[config.mk]
export PLATFORM = sky130hd
export DESIGN_NAME = bs3_divide
export DESIGN_NICKNAME = d
export VERILOG_FILES = /design/src/hdl/box_smooth_3x3_core_macros.svh /design/src/hdl/bs3_pkg.sv /design/src/hdl/bs3_divide.sv
export SDC_FILE = /design/constraint.sdc
export NUM_CORES = 1
export LEC_CHECK = 0
export ABC_AREA = 1
export BUFFER_PORTS_ARGS = -buffer_cell sky130_fd_sc_hd__buf_2
export CORE_ASPECT_RATIO = 0.6
export CORE_MARGIN = 1
export CORE_UTILIZATION = 50
export DETAILED_ROUTE_END_ITERATION = 8
export PLACE_DENSITY = 0.75
export SYNTH_ARGS = -nofsm -noshare
export SYNTH_HDL_FRONTEND = slang
export SYNTH_SLANG_ARGS = --single-unit
[constraint.sdc]
create_clock -name vclk -period 14.6
set_input_delay 4.38 -clock vclk [all_inputs]
set_output_delay 4.38 -clock vclk [all_outputs]
set_load 0.05 [all_outputs]
[src/hdl/box_smooth_3x3_core_macros.svh]
// Assertion macros used by the box smoothing top level.
`ifndef BOX_SMOOTH_3X3_CORE_MACROS_SVH
`define BOX_SMOOTH_3X3_CORE_MACROS_SVH

// Consequent must hold in the same cycle as the antecedent.
`define BS3_ASSERT_NOW(label, ante, cons, msg) \
    label: assert property (@(posedge i_clk) disable iff (!i_rst_n) (ante) |-> (cons)) \
        else $error(msg);

// Consequent must hold in the cycle after the antecedent.
`define BS3_ASSERT_NEXT(label, ante, cons, msg) \
    label: assert property (@(posedge i_clk) disable iff (!i_rst_n) (ante) |=> (cons)) \
        else $error(msg);

`endif

[src/hdl/bs3_pkg.sv]
// Types and constants shared by the box smoothing modules.
package bs3_pkg;

    localparam int PIX_W       = 16;
    localparam int SUM_W       = 20;
    localparam int CFG_W       = 10;
    localparam int RECIP_W     = 23;
    localparam int RECIP_SHIFT = 24;
    localparam int PROD_W      = SUM_W + RECIP_W;

    // Reciprocals scaled by 2^RECIP_SHIFT, rounded up; exact for sums below 2^20.
    localparam logic [RECIP_W-1:0] RECIP_4 = 23'd4194304;
    localparam logic [RECIP_W-1:0] RECIP_6 = 23'd2796203;
    localparam logic [RECIP_W-1:0] RECIP_9 = 23'd1864136;

    typedef struct packed {
        logic [PIX_W-1:0] red;
        logic [PIX_W-1:0] green;
        logic [PIX_W-1:0] blue;
    } t_pix;

    typedef struct packed {
        t_pix older;
        t_pix newer;
    } t_line;

    typedef struct packed {
        logic [SUM_W-1:0] red;
        logic [SUM_W-1:0] green;
        logic [SUM_W-1:0] blue;
    } t_sum;

    // Clipping of the window around the pixel being smoothed.
    typedef struct packed {
        logic top;
        logic bot;
        logic has_left;
        logic has_right;
    } t_win_ctl;

    typedef enum logic [1:0] {
        DIV_4,
        DIV_6,
        DIV_9
    } t_div;

endpackage

[src/hdl/bs3_divide.sv]
// Division of the window sums by 4, 6 or 9 through scaled reciprocals.
module bs3_divide
    import bs3_pkg::*;
(
    input  t_sum i_sum,
    input  t_div i_div,
    output t_pix o_pix
);

    logic [RECIP_W-1:0] w_recip;
    logic [PROD_W-1:0]  w_prod_red;
    logic [PROD_W-1:0]  w_prod_green;
    logic [PROD_W-1:0]  w_prod_blue;

    always_comb begin
        unique case (i_div)
            DIV_4:   w_recip = RECIP_4;
            DIV_6:   w_recip = RECIP_6;
            DIV_9:   w_recip = RECIP_9;
            default: w_recip = RECIP_4;
        endcase
    end

    assign w_prod_red   = PROD_W'(i_sum.red)   * PROD_W'(w_recip);
    assign w_prod_green = PROD_W'(i_sum.green) * PROD_W'(w_recip);
    assign w_prod_blue  = PROD_W'(i_sum.blue)  * PROD_W'(w_recip);

    assign o_pix.red   = w_prod_red[RECIP_SHIFT +: PIX_W];
    assign o_pix.green = w_prod_green[RECIP_SHIFT +: PIX_W];
    assign o_pix.blue  = w_prod_blue[RECIP_SHIFT +: PIX_W];

endmodule

Word-level counts from Yosys, hierarchy flattened
Index checks and enable logic that the tools add are counted.

Output and inout port bits: 48. Word-level logic and storage cells: 6. Register bits after elaboration: 0. Input port bits: 62.

Multiply operators: 3. Equality and inequality tests: 2. Multiplexer cells: 1.

Operators by type and width (count): multiplier 20 x 23 -> 40 bit (3); case mux 23 bit (2 select lines) (1); == test 2 x 1 -> 1 bit (second input constant) (1); == test 2 bit (second input constant) (1).

Logic depth before layout (Yosys ltp)
Word-level depth: 3. Depth in mapped cells: 35. Gate-level depth less buffers: 32.

Worst setup path after synthesis
No wires, ideal clock.

Path kind: input -> output. Start: in i_div[0]. End: out o_pix[34] in the netlist's numbering. Required time: 10.220 ns. Arrival time: 10.864 ns. Path slack: -0.644 ns. Stages: 26. Path buffers: 2. Path through: inv_1 ha_1 buf_2 clkinv_1 clkbuf_1 nand2_1 fa_1 inv_1 fa_1 inv_1 fa_1 inv_1 fa_1 fa_1 fa_1 inv_1 fa_1 inv_1 ha_1 nand2_1 nor2_1 inv_1 nor3_1 o21ai_0 nand3_1 xor2_1.

RTL lines: start: declaration (RTL line bs3_divide.sv:6) `input t_div i_div,`; end: declaration (RTL line bs3_divide.sv:7) `output t_pix o_pix`.

==> reports/qor_table.md <==
| Step | Item | Reported |
|:---|:---|:---|
| status | Result of the run | complete, but fails checks |
| status | Failing checks | negative setup slack |
| timing | Fmax achieved | 67.5 MHz |
| worst setup path | Required arrival time at the worst endpoint | 10.22 ns |
| global routing | GR Overflow Total | 0 |
| worst setup path | Capturing element type of the critical path | output pin |
| timing | Min Tclk post-route | 14.82 ns |
| place | Final Wtd Congestion | 1.03 |
| synth | Synthesized area per cell | 7.48 sq um |
| worst setup path | Category of the worst setup path launch point | primary input |
| global routing | Pin count of the biggest net entering global routing | 13 |
| finish | Area taken by multi-input logic gates | 30300 sq um |
| synth | Gate count of the mapped netlist | 4350 |
| floorplan | Number of primary I/O pins | 110 |
| worst setup path | CP Max Fanout | 6 |
| finish | Final Cell Area | 43100 sq um |
| floorplan | Starting utilization of the core area | 50.5% |
| worst setup path | Worst endpoint data arrival time | 10.44 ns |
| timing | Number of setup violations in the final report | 48 |
| floorplan | Placement row count | 72 |
| synth | Sequential fraction of the synthesis area | 0% |
| place | Standard cell area after detailed placement | 38500 sq um |
| timing | Hold Violations, Final | 0 |
| floorplan | Core ar. | 64400 sq um |
| synth | Yosys warnings | 0 |
| place | DP Cell Count | 5839 |
| floorplan | Full die area | 66100 sq um |
| global routing | Global routing usage on met1 | 45.8% |
| place | Quantity of I/O buffers inserted on ports | 110 |
| cts | Number of hold buffers added after CTS | 0 |
| synth | Top area cells in the synthesized netlist | sky130_fd_sc_hd__fa_1, sky130_fd_sc_hd__ha_1, sky130_fd_sc_hd__inv_1 |
| drt | WL per Instance | 17.8 um |
| synth | Commonest cells in the synthesized netlist | sky130_fd_sc_hd__inv_1, sky130_fd_sc_hd__nand2_1, sky130_fd_sc_hd__fa_1 |
| global routing | Global Route Usage Sum | 31.9% |
| timing | Post-route fraction of the period consumed by the critical path | 102% |
| drt | Drt first pass iters | 5 |
| place | Estimated wirelength of the detail-placed design | 92.0 mm |
| finish | Share of the core filled with cells in the final layout | 66.9% |
| global routing | Met2 Use GR | 46.9% |
| drt | Number of design-rule violations left by the first detailed-router iteration | 2176 |
| synth | Cell type contributing the most total cell area after synthesis | sky130_fd_sc_hd__fa_1 |
| synth | Top-count cell post-synth | sky130_fd_sc_hd__inv_1 |
| synth | Synthesized Nets | 5595 |
| worst setup path | Class of the most critical setup path | primary input to output pin |
| worst setup path | Cell seen most often among critical-path stages | sky130_fd_sc_hd__fa_1 |
| floorplan | Height of the chip | 200 um |
| finish | Number of clock buffers in the layout | 0 |
| timing | Slew Viols, Final | 0 |
| drt | Vias post-DR | 29658 |
| timing | Slew margin rel. | 63.7% |
| drt | Detailed-route DRC error count | 0 |
| finish | Syn-to-layout area delta | 32.4% |
| floorplan | Width of the chip | 331 um |
| worst setup path | Worst stage delay on the critical path | 0.61 ns |
| finish | Number of nets in the layout | 6309 |
| timing | RSZ-0062 raised after global routing | true |
| drt | Via density per instance | 5.01 |
| hold path | Hold crit path type | primary input to output pin |
| global routing | GR peak layer | met2 |
| finish | Flip-flop and latch count | 0 |
| synth | Yosys top cell area share | 39.2% |
| global routing | Antenna violations before repair | 12 |
| global routing | Grt met3 use | 11.8% |
| timing | Final setup margin | -0.220 ns |
| synth | Number of distinct library cell variants in the gate-level netlist after synthesis | 33 |
| worst setup path | Slowest cell on the critical path | sky130_fd_sc_hd__fa_2 |
| global routing | Vias in the first global route | 30440 |
| drt | Detailed Route WL | 105 mm |
| finish | Area used by sequential logic in the layout | 0 sq um |
| global routing | Wire length of the first global-routing pass | 163 mm |
| run | Max-cap violations | 0 |
| drt | Antenna Nets Post-Route | 0 |
| finish | FILL cells | 5187 |
| timing | Slew at the pin closest to its max-slew limit | 0.543 ns |
| finish | Number of standard cells in the final layout excluding fillers | 5924 |
| finish | Layout cell share with drive strength beyond 1 | 29.7% |
| synth | Netlist Area Pre-Place | 32500 sq um |
[metal layers]
layer  wire (um)  up-vias
li1            -    14014
met4        1110        6
met3       12900      116
met5         103        -
met2       44000     1146
met1       47400    14376
[repair_timing]
action / 4_1_cts / 5_1_grt
pin swaps: 176 / 235
gates resized for setup: 667 / 381
setup endpoints to repair: 48 / 48
buffers inserted: 40 / 31
gates cloned: 5 / 1
[final timing paths]
kind | start | to | slack (ns) | cells after the start
max | i_div[0] | o_pix[34] | -0.22 | 26
min | i_sum[20] | o_pix[27] | 9.53 | 8
[cell type report]
cell class | instances | share of cell area (%)
Inverter | 1500 | 13.1
Timing Repair Buffer | 738 | 14.1
Multi-Input combinational cell | 2824 | 70.3
Tap cell | 851 | 2.47
Antenna cell | 11 | 0.0639
[logic make-up after synthesis]
kind of cell               count (synthesis)  synth area share [%]
adders and majority gates               1183                  60.2
xor gates and xnor gates                  49                  1.32
AOI/OAI and AO/OA                        197                  3.52
and+or+nand+nor                         1395                  17.3
buffers and inverters                   1526                  17.7
[through the flow]
stage | hold slack (ns) | setup WS, ns | TNS, ns
after floorplan | 9.27 | -0.0770 | -0.0829
after global placement | 9.57 | -0.507 | -17.31
after detailed placement | 9.56 | -0.542 | -19.70
after CTS | 9.52 | -0.123 | -2.50
after global routing | 9.58 | -0.384 | -14.74
final | 9.53 | -0.220 | -5.61
[layout by cell type, fill, tap and decap left out, drive strengths merged, types with 3 or more instances in the layout]
cell and count:
a21boi 3, a21o 10, a21oi 100, and2 3, buf 735, diode 11, fa 638, ha 545
inv 1500, nand2 934, nand3 102, nand3b 7, nand4 34, nor2 281, nor3 31, o21ai 40
o21bai 42, xnor2 18, xor2 31
[critical path: cells and delay by family]
| family | cells | cell delay, ns |
|---|---|---|
| adders and majority gates | 9 | 4.12 |
| buffers and inverters | 10 | 0.96 |
| and+or+nand+nor | 5 | 0.70 |
| xor gates and xnor gates | 1 | 0.14 |
| AOI/OAI and AO/OA | 1 | 0.13 |
Power is left out: the tool's default activity adds up to more than one toggle a clock period on the data nets, which glitch-free logic cannot reach.
